$ cat src/design/date_validate_day_number_unit_defines.svh
// Assertion macros for the date validation design files.
`ifndef DATE_VALIDATE_DAY_NUMBER_UNIT_DEFINES_SVH
`define DATE_VALIDATE_DAY_NUMBER_UNIT_DEFINES_SVH

// Same-cycle implication, disabled while reset is asserted.
`define DVDN_ASSERT_IMP(label, clk, rst_n, ante, cons, msg) \
  label: assert property (@(posedge clk) disable iff (!rst_n) (ante) |-> (cons)) \
    else $error(msg);

// Next-cycle implication, disabled while reset is asserted.
`define DVDN_ASSERT_NXT(label, clk, rst_n, ante, cons, msg) \
  label: assert property (@(posedge clk) disable iff (!rst_n) (ante) |=> (cons)) \
    else $error(msg);

`endif

$ cat src/design/dvdn_pkg.sv
// Types, constants and calendar tables for the date validation unit.
package dvdn_pkg;

  localparam int unsigned YearW   = 14;
  localparam int unsigned MonthW  = 4;
  localparam int unsigned DayW    = 5;
  localparam int unsigned DayNumW = 22;

  localparam logic [YearW-1:0] YearCeiling   = 14'd9999;
  localparam logic [YearW-1:0] FirstYearRst  = 14'd1500;
  localparam logic [YearW-1:0] CurYearRst    = 14'd2022;
  localparam logic [DayNumW-1:0] DayNumMax   = 22'd3652059;

  // Reciprocal of 100 scaled by 2^19, exact for years up to the ceiling.
  localparam logic [12:0] Recip100 = 13'd5243;

  localparam logic CfgFirstYear = 1'b0;
  localparam logic CfgCurYear   = 1'b1;

  typedef enum logic [1:0] {
    StOk    = 2'd0,
    StYear  = 2'd1,
    StMonth = 2'd2,
    StDay   = 2'd3
  } status_e;

  typedef struct packed {
    status_e              status;
    logic [DayNumW-1:0]   day_number;
  } res_t;

  // Length of a month; months outside 1 to 12 give 0.
  function automatic logic [DayW-1:0] month_len(logic [MonthW-1:0] m, logic leap);
    logic [DayW-1:0] n;
    unique case (m)
      4'd1, 4'd3, 4'd5, 4'd7, 4'd8, 4'd10, 4'd12: n = 5'd31;
      4'd4, 4'd6, 4'd9, 4'd11:                    n = 5'd30;
      4'd2:                                       n = leap ? 5'd29 : 5'd28;
      default:                                    n = 5'd0;
    endcase
    return n;
  endfunction

  // Days before the month in a year that starts in March.
  function automatic logic [8:0] month_offset(logic [MonthW-1:0] m);
    logic [8:0] n;
    unique case (m)
      4'd3:    n = 9'd0;
      4'd4:    n = 9'd31;
      4'd5:    n = 9'd61;
      4'd6:    n = 9'd92;
      4'd7:    n = 9'd122;
      4'd8:    n = 9'd153;
      4'd9:    n = 9'd184;
      4'd10:   n = 9'd214;
      4'd11:   n = 9'd245;
      4'd12:   n = 9'd275;
      4'd1:    n = 9'd306;
      4'd2:    n = 9'd337;
      default: n = 9'd0;
    endcase
    return n;
  endfunction

endpackage

$ cat src/design/dvdn_calc.sv
// Date checks and day number calculation between the input and result registers.
module dvdn_calc (
  input  logic [dvdn_pkg::YearW-1:0]  year_i,
  input  logic [dvdn_pkg::MonthW-1:0] month_i,
  input  logic [dvdn_pkg::DayW-1:0]   day_i,
  input  logic [dvdn_pkg::YearW-1:0]  first_year_i,
  input  logic [dvdn_pkg::YearW-1:0]  current_year_i,
  output dvdn_pkg::res_t              res_o
);

  logic [dvdn_pkg::YearW-1:0]   ty;
  logic [26:0]                  prod_y;
  logic [26:0]                  prod_t;
  logic [7:0]                   qy;
  logic [7:0]                   qt;
  logic                         div100;
  logic                         leap;
  logic                         year_bad;
  logic                         month_bad;
  logic                         day_bad;
  logic [dvdn_pkg::DayNumW-1:0] dn;

  assign ty = (month_i < 4'd3) ? year_i - 14'd1 : year_i;

  assign prod_y = 27'(year_i) * 27'(dvdn_pkg::Recip100);
  assign prod_t = 27'(ty) * 27'(dvdn_pkg::Recip100);
  assign qy     = prod_y[26:19];
  assign qt     = prod_t[26:19];

  // A multiple of 100 leaves only a small error in the fraction bits.
  assign div100 = (prod_y[18:12] == 7'd0);
  assign leap   = ((year_i[1:0] == 2'd0) && !div100) || (div100 && (qy[1:0] == 2'd0));

  assign year_bad  = (year_i == 14'd0) || (year_i > dvdn_pkg::YearCeiling) ||
                     (year_i < first_year_i) ||
                     ({1'b0, year_i} > ({1'b0, current_year_i} + 15'd1));
  assign month_bad = (month_i == 4'd0) || (month_i > 4'd12);
  assign day_bad   = (day_i == 5'd0) || (day_i > dvdn_pkg::month_len(month_i, leap));

  assign dn = 22'(ty) * 22'd365 + 22'(ty[13:2]) - 22'(qt) + 22'(qt[7:2])
            + 22'(dvdn_pkg::month_offset(month_i)) + 22'(day_i) - 22'd306;

  always_comb begin
    res_o.day_number = '0;
    priority if (year_bad) begin
      res_o.status = dvdn_pkg::StYear;
    end else if (month_bad) begin
      res_o.status = dvdn_pkg::StMonth;
    end else if (day_bad) begin
      res_o.status = dvdn_pkg::StDay;
    end else begin
      res_o.status     = dvdn_pkg::StOk;
      res_o.day_number = dn;
    end
  end

endmodule

$ cat src/design/date_validate_day_number_unit.sv
// Top level of the Gregorian date validation and day number unit.
//
// Input channel: year_i, month_i and day_i transfer when in_valid_i is high
// and in_stall_o is low. Output channel: status_o and day_number_o transfer
// when out_valid_o is high and out_stall_i is low. Every input transfer
// gives exactly one output transfer, in order.
// The lowest accepted year and the current year are written through cfg_we_i,
// cfg_idx_i and cfg_data_i, by the user only while no item is in flight; the
// block itself does not enforce this. The item is held in an input register,
// checked and converted in one pass of combinational logic, and held in a
// result register. While the receiver does not stall, one item is accepted
// every cycle; the rate is set by that single pass, with the date checks and
// three constant multiplications in parallel. When the receiver stalls, the
// result stays in the output register and the input register still takes
// one more item; only when both are full does in_stall_o rise. Reset empties
// both stages and loads the registers with 1500 and 2022.
`include "date_validate_day_number_unit_defines.svh"

module date_validate_day_number_unit (
  input  logic                          clk_i,
  input  logic                          rst_ni,
  input  logic                          cfg_we_i,
  input  logic                          cfg_idx_i,
  input  logic [dvdn_pkg::YearW-1:0]    cfg_data_i,
  input  logic                          in_valid_i,
  output logic                          in_stall_o,
  input  logic [dvdn_pkg::YearW-1:0]    year_i,
  input  logic [dvdn_pkg::MonthW-1:0]   month_i,
  input  logic [dvdn_pkg::DayW-1:0]     day_i,
  output logic                          out_valid_o,
  input  logic                          out_stall_i,
  output logic [1:0]                    status_o,
  output logic [dvdn_pkg::DayNumW-1:0]  day_number_o
);

  logic [dvdn_pkg::YearW-1:0]   first_year_q;
  logic [dvdn_pkg::YearW-1:0]   cur_year_q;
  logic                         s1_valid_q;
  logic                         s1_valid_d;
  logic [dvdn_pkg::YearW-1:0]   year_q;
  logic [dvdn_pkg::MonthW-1:0]  month_q;
  logic [dvdn_pkg::DayW-1:0]    day_q;
  logic                         out_valid_q;
  logic                         out_valid_d;
  dvdn_pkg::res_t               res_d;
  dvdn_pkg::res_t               res_q;
  logic                         in_acc;
  logic                         s1_adv;

  assign s1_adv     = s1_valid_q && (!out_valid_q || !out_stall_i);
  assign in_stall_o = s1_valid_q && !s1_adv;
  assign in_acc     = in_valid_i && !in_stall_o;

  assign s1_valid_d  = in_acc ? 1'b1 : (s1_adv ? 1'b0 : s1_valid_q);
  assign out_valid_d = s1_adv ? 1'b1 : ((out_valid_q && !out_stall_i) ? 1'b0 : out_valid_q);

  always_ff @(posedge clk_i or negedge rst_ni) begin
    if (!rst_ni) begin
      first_year_q <= dvdn_pkg::FirstYearRst;
      cur_year_q   <= dvdn_pkg::CurYearRst;
    end else if (cfg_we_i) begin
      unique case (cfg_idx_i)
        dvdn_pkg::CfgFirstYear: first_year_q <= cfg_data_i;
        dvdn_pkg::CfgCurYear:   cur_year_q   <= cfg_data_i;
        default: ;
      endcase
    end
  end

  always_ff @(posedge clk_i or negedge rst_ni) begin
    if (!rst_ni) begin
      s1_valid_q  <= 1'b0;
      out_valid_q <= 1'b0;
    end else begin
      s1_valid_q  <= s1_valid_d;
      out_valid_q <= out_valid_d;
    end
  end

  always_ff @(posedge clk_i) begin
    if (in_acc) begin
      year_q  <= year_i;
      month_q <= month_i;
      day_q   <= day_i;
    end
  end

  always_ff @(posedge clk_i) begin
    if (s1_adv) begin
      res_q <= res_d;
    end
  end

  dvdn_calc u_calc (
    .year_i         (year_q),
    .month_i        (month_q),
    .day_i          (day_q),
    .first_year_i   (first_year_q),
    .current_year_i (cur_year_q),
    .res_o          (res_d)
  );

  assign out_valid_o  = out_valid_q;
  assign status_o     = res_q.status;
  assign day_number_o = res_q.day_number;

  `DVDN_ASSERT_IMP(a_no_overwrite, clk_i, rst_ni, in_acc && s1_valid_q, s1_adv,
    "input register overwritten before its item moved on")
  `DVDN_ASSERT_IMP(a_ok_nonzero, clk_i, rst_ni, out_valid_q && (res_q.status == dvdn_pkg::StOk),
    (res_q.day_number != '0) && (res_q.day_number <= dvdn_pkg::DayNumMax),
    "valid date gave a day number out of range")
  `DVDN_ASSERT_IMP(a_err_zero, clk_i, rst_ni, out_valid_q && (res_q.status != dvdn_pkg::StOk),
    res_q.day_number == '0, "rejected date gave a nonzero day number")
  `DVDN_ASSERT_NXT(a_adv_fills_out, clk_i, rst_ni, s1_adv, out_valid_q,
    "item left the input register without reaching the output")

endmodule

$ cat config.mk
export PLATFORM = sky130hd
export DESIGN_NAME = date_validate_day_number_unit
export DESIGN_NICKNAME = d
export VERILOG_FILES = /design/src/design/dvdn_pkg.sv /design/src/design/dvdn_calc.sv /design/src/design/date_validate_day_number_unit.sv
export VERILOG_INCLUDE_DIRS = /design/src /design/src/design
export SDC_FILE = /design/constraint.sdc
export NUM_CORES = 1
export LEC_CHECK = 0
export ABC_AREA = 1
export BUFFER_PORTS_ARGS = -buffer_cell sky130_fd_sc_hd__buf_2
export CAP_MARGIN = 20
export CORE_AREA = 2 2 115 229
export CTS_CLUSTER_SIZE = 28
export DETAILED_ROUTE_END_ITERATION = 10
export DIE_AREA = 0 0 117 231
export PLACE_DENSITY = 0.83
export SLEW_MARGIN = 15
export SYNTH_ARGS = -nofsm -noshare
export SYNTH_HDL_FRONTEND = slang
export SYNTH_SLANG_ARGS = --single-unit
$ cat constraint.sdc
create_clock -name clk_i -period 14.2 [get_ports clk_i]
set_clock_uncertainty 0.15 [all_clocks]
set_input_delay 0.71 -clock clk_i [delete_from_list [all_inputs] [get_ports clk_i]]
set_output_delay 0.71 -clock clk_i [all_outputs]
set_load 0.005 [all_outputs]
After elaboration in Yosys (flattened, before gate mapping):

Memory sizes are Yosys's and may differ from the RTL's. A register that Yosys moved wholly into a read port is not among the register bits.
Index checks and enable logic that the tools add are counted.

* register bits after elaboration: 77
* bits in latches: 0
* RAM bits: 0
* bits in read-only memories: 144
* input port bits: 43
* output and inout port bits: 26
* memories: 1

Memories
* (name not given): depth 16, bits a word 9, read ports 1, clocked after memory_dff 1, wr ports 0, RTL line dvdn_pkg.sv:47 `unique case (m)`

* $add $sub $neg: 8
* $mul: 3
* div/mod/pow operators: 0
* order comparisons: 6
* equal/unequal tests: 12
* shifts and indexed selects: 0
* multiplexer cells: 10
* bitwise gates (word level): 1
* reduce and logical (&&, ||, !) cells: 31

Operator list (count)
* 14-bit by 13-bit multiplier with 27-bit output (second input constant): 1
* 22-bit by 12-bit adder with 22-bit output: 1
* 22-bit by 5-bit adder with 22-bit output: 1
* 22-bit by 6-bit adder with 22-bit output: 1
* 22-bit by 9-bit adder with 22-bit output: 1
* 14-bit by 9-bit multiplier with 22-bit output (second input constant): 1
* 22-bit by 8-bit subtractor with 22-bit output: 1
* 22-bit by 9-bit subtractor with 22-bit output (second input constant): 1
* 14-bit by 13-bit multiplier with 21-bit output (second input constant): 1
* 4-bit == test (second input constant): 5
* 4-bit by 3-bit == test with 1-bit output (second input constant): 4
* 14-bit by 1-bit adder with 15-bit output (second input constant): 1
* 14-bit by 15-bit > comparator with 1-bit output: 1
* 5-bit one-hot mux with 3 select lines: 1
* 14-bit > comparator (second input constant): 1
* 14-bit zero test: 1
* 14-bit less-than comparator: 1
* 14-bit two-way mux: 1
* 14-bit by 1-bit subtractor with 14-bit output (second input constant): 1
* 4-bit by 2-bit == test with 1-bit output (second input constant): 2
* 7-bit zero test: 1
* 1-bit logical OR: 7
* 7-bit OR reduction: 1
* 1-bit logical AND: 6
* other kinds (16): 28

Depth between registers and ports, before layout:

* word-level depth: 11
* depth in mapped cells: 57

Modules after synthesis:

A second synthesis with hierarchy kept.

* cell total of the unflattened synthesis: 1946
* area total of the unflattened synthesis: 16309.4 um^2

Modules (own cells, without submodules)
* dvdn_calc: instances 1, cells an instance 1764, area each 13668.1 um^2, seq. area each 0.0 um^2
* date_validate_day_number_unit: instances 1, cells an instance 182, area each 2641.3 um^2, seq. area each 2180.8 um^2

Worst setup path before layout:

OpenSTA, ideal clock, no wires.

* kind: reg2reg
* start point: register year_q[2] (netlist name)
* end point: register res_q (netlist bit day_number_o[14]), data pin
* data arrival time: 9.737 ns
* data required time: 13.794 ns
* path slack: 4.057 ns
* stages on the path, launching flop included: 47
* path buffers: 0
* clock period less this slack: 10.143 ns
* cell sequence: edfxtp_1 -> inv_1 -> ha_1 -> nand2_1 -> a21boi_1 -> nand3_1 -> xor2_4 -> inv_2 -> nor2_4 -> nor2_1 -> ha_1 -> or2_1 -> ha_1 -> inv_1 -> fa_1 -> inv_1 -> fa_1 -> inv_1 -> [... 11 more ...] -> fa_1 -> fa_1 -> inv_1 -> ha_1 -> ha_1 -> inv_1 -> fa_1 -> fa_1 -> inv_1 -> ha_1 -> fa_1 -> a21oi_1 -> o21ai_0 -> nand3_1 -> nand2_1 -> xor2_1 -> inv_1 -> nor2_1

* word-level cells in the longest chain between the ends: 10

RTL lines
* start: declaration: RTL line date_validate_day_number_unit.sv:40 `logic [dvdn_pkg::YearW-1:0] year_q;`
* start signal: assignment: RTL line date_validate_day_number_unit.sv:82 `year_q <= year_i;`
* parallel branches: the longest is 10 deep, another holds 14-bit by 9-bit multiplier with 22-bit output
* end signal: assignment: RTL line date_validate_day_number_unit.sv:90 `res_q <= res_d;`
* end: declaration: RTL line date_validate_day_number_unit.sv:46 `dvdn_pkg::res_t res_q;`

Several ways; the timed one is not identified.
A chain may end at the register's enable or synchronous reset.

Final worst setup path:

* start point: register year_q[1] (netlist name)
* end point: register res_q (netlist bit day_number_o[14]), data pin

Same word-level chain as after synthesis.

==> results_dict.tcl <==
set metrics [dict create \
    critPathSlowestCell "edfxtp_1" \
    syn_area_per_cell_um2 8.545 \
    initial_utilization_pct 64.04 \
    slew_viol_final 0 \
    cp-end-kind "flip-flop" \
    critPathLaunchType "flip-flop" \
    clk_pin_slew_ns 0.07 \
    die-area_mm2 0.02703 \
    drt_iter0_drc 661 \
    hp-class "in -> async" \
    seq_area_frac_synth_pct 14.49 \
    port_buffers 68 \
    critPathKind "reg -> reg" \
    synthArstFlopShare_pct 34.88 \
    arrival_ns 11.60 \
    die_h_um 231 \
    grt_max_degree 31 \
    fin_crit_sh_pct 82.28 \
    synthesis.nets 2463 \
    min_period_ns 11.68 \
    hpwl_um 32590 \
    area_delta_synth_final_pct 6.627 \
    synthCells 1907 \
    drive_gt1_share_pct 7.735 \
    layout_common_cells "inv_1 (540), ha_1 (314), nand2_1 (274)" \
    vias_per_cell 5.219 \
    cts_hold_buffers 0 \
    final_common_cell "inv_1" \
    overflow 0 \
    postCtsResizedCells 0 \
    post_cts.repair.setup_buffers 0 \
    finalHoldViolCount 0 \
    cts_made_buffers 9 \
    synth_area_mm2 0.01629 \
    cp.required_ns 14.12 \
    max_freq_ghz 0.08559 \
    tightest_slew_ns 1.114 \
    clk_latency_ns 0.36 \
    place.gp.congestion 0.9841 \
    synth-seq-cells 86 \
    synth_cell_types 55 \
    crit_fanout 9 \
    num_vias 12170 \
    num_rows 83 \
    crit_top_cell "inv_1" \
    drv_cap 0 \
    pin_count 69 \
    grt_pass1_vias 12760 \
    rsz0062_at_grt "false" \
    clockRootBuffer "clkbuf_16" \
    core_mm2 0.02544 \
    synth_edf_count 47 \
    finalSetupViolCount 0 \
    yosys_warnings 0 \
    antennaDiodeCount 0 \
    htree_levels 3 \
    final_nets 2542 \
    slew_headroom_pct 25.47 \
    antenna_found_initial 0 \
    cts_tree "done" \
    die_width_um 117 \
    max_stage_delay_ns 0.59 \
    routedWlPerCell_um 16.05 \
    ant_nets 0 \
    drcViolationCount 0 \
    outcome "complete, no violations" \
    clock-sinks 86 \
    setup_tns_ns 0 \
    grt_usage_pct 29.75 \
    wirelength_um 37420 \
    cts_buffer_depth 2 \
    grt_pass1_wl_um 61900 \
    synthFlopType "edfxtp_1" \
    dr.pass1.iters 5 \
]
==> Yosys cell counts, drive strengths merged, types with 9 or more instances <==
cell type  number  area share [%]
nand2         284             6.8
xnor2          16            0.86
dfxtp           9             1.1
o21bai         11            0.51
nand4          19            0.73
nor2          115             3.1
dfstp          15             2.4
edfxtp         47             8.7
nand3          59             1.9
inv           551              13
ha            314              24
a21o           11            0.51
fa            199              24
or2            10            0.38
nor3           11            0.40
dfrtp          15             2.3
o21ai          58             1.8
xor2           48             3.1
a21oi          77             2.4
==> per-stage QoR <==
stage | std cells | util (%) | instance area (um2) | worst slack [ns] | hold slack, ns
finish | 2331 | 68.29 | 17370 | 2.517 | 0.2156
global route | 2331 | 68.29 | 17370 | 1.778 | 0.2783
CTS | 2331 | 68.29 | 17370 | 2.547 | 0.2257
detailed placement | 2315 | 67.15 | 17080 | 2.573 | 0.3262
global placement | 2315 | 67.15 | 17080 | 2.729 | 0.3173
floorplan | 1907 | - | 16290 | 4.057 | 0.2644
==> path summary, 6_finish.rpt <==
check	from	endpoint	slack [ns]	cells after the start
max	year_q[1]	day_number_o[14]	2.52	47
min	rst_ni	cur_year_q[4]	0.22	1
max reg2reg	year_q[1]	day_number_o[14]	2.52	47
min reg2reg	first_year_q[4]	first_year_q[4]	0.34	2
max in group asynchronous	rst_ni	first_year_q[11]	13.28	1
min in group clk_i	first_year_q[4]	first_year_q[4]	0.34	2
==> logic make-up (layout without fill, tap and decap cells) <==
kind of cell	after synthesis	after routing	share of synthesized area [%]
AO/OA/AOI/OAI	181	181	6.350
XOR/XNOR	64	64	3.970
adder cells (fa/ha/maj)	513	513	48.56
buffers and inverters	557	641	12.95
flip-flops	86	86	14.49
AND/OR/NAND/NOR	506	506	13.68
==> layout make-up <==
| class | count | area, um2 |
|---|---|---|
| Tap cell | 340 | 425.4 |
| Fill cell | 2087 | 8069 |
| Timing Repair Buffer | 74 | 385.4 |
| Multi-Input combinational cell | 1264 | 11830 |
| Sequential cell | 86 | 2361 |
| Inverter | 551 | 2086 |
| Clock inverter | 5 | 36.28 |
| Clock buffer | 11 | 254.0 |
==> per-layer routing <==
| layer | track usage, % | routed length [um] | vias up |
|---|---|---|---|
| li1 | - | - | 6014 |
| met1 | 38.16 | 15560 | 5705 |
| met2 | 50.13 | 18520 | 349 |
| met3 | 3.492 | 1629 | 97 |
| met4 | 12.90 | 1717 | 0 |
| met5 | 0 | 0 | - |
==> critical path: cells and delay by family (launching register included) <==
| kind | cells | cell delay, ns |
|---|---|---|
| fa+ha+maj | 15 | 5.97 |
| compound gates | 7 | 1.55 |
| flops | 1 | 0.59 |
| simple gates | 12 | 1.37 |
| buf+inv | 10 | 0.87 |
| xor+xnor | 3 | 0.89 |
Power is left out: the tool's default activity adds up to more than one toggle a clock period on the data nets, which glitch-free logic cannot reach.
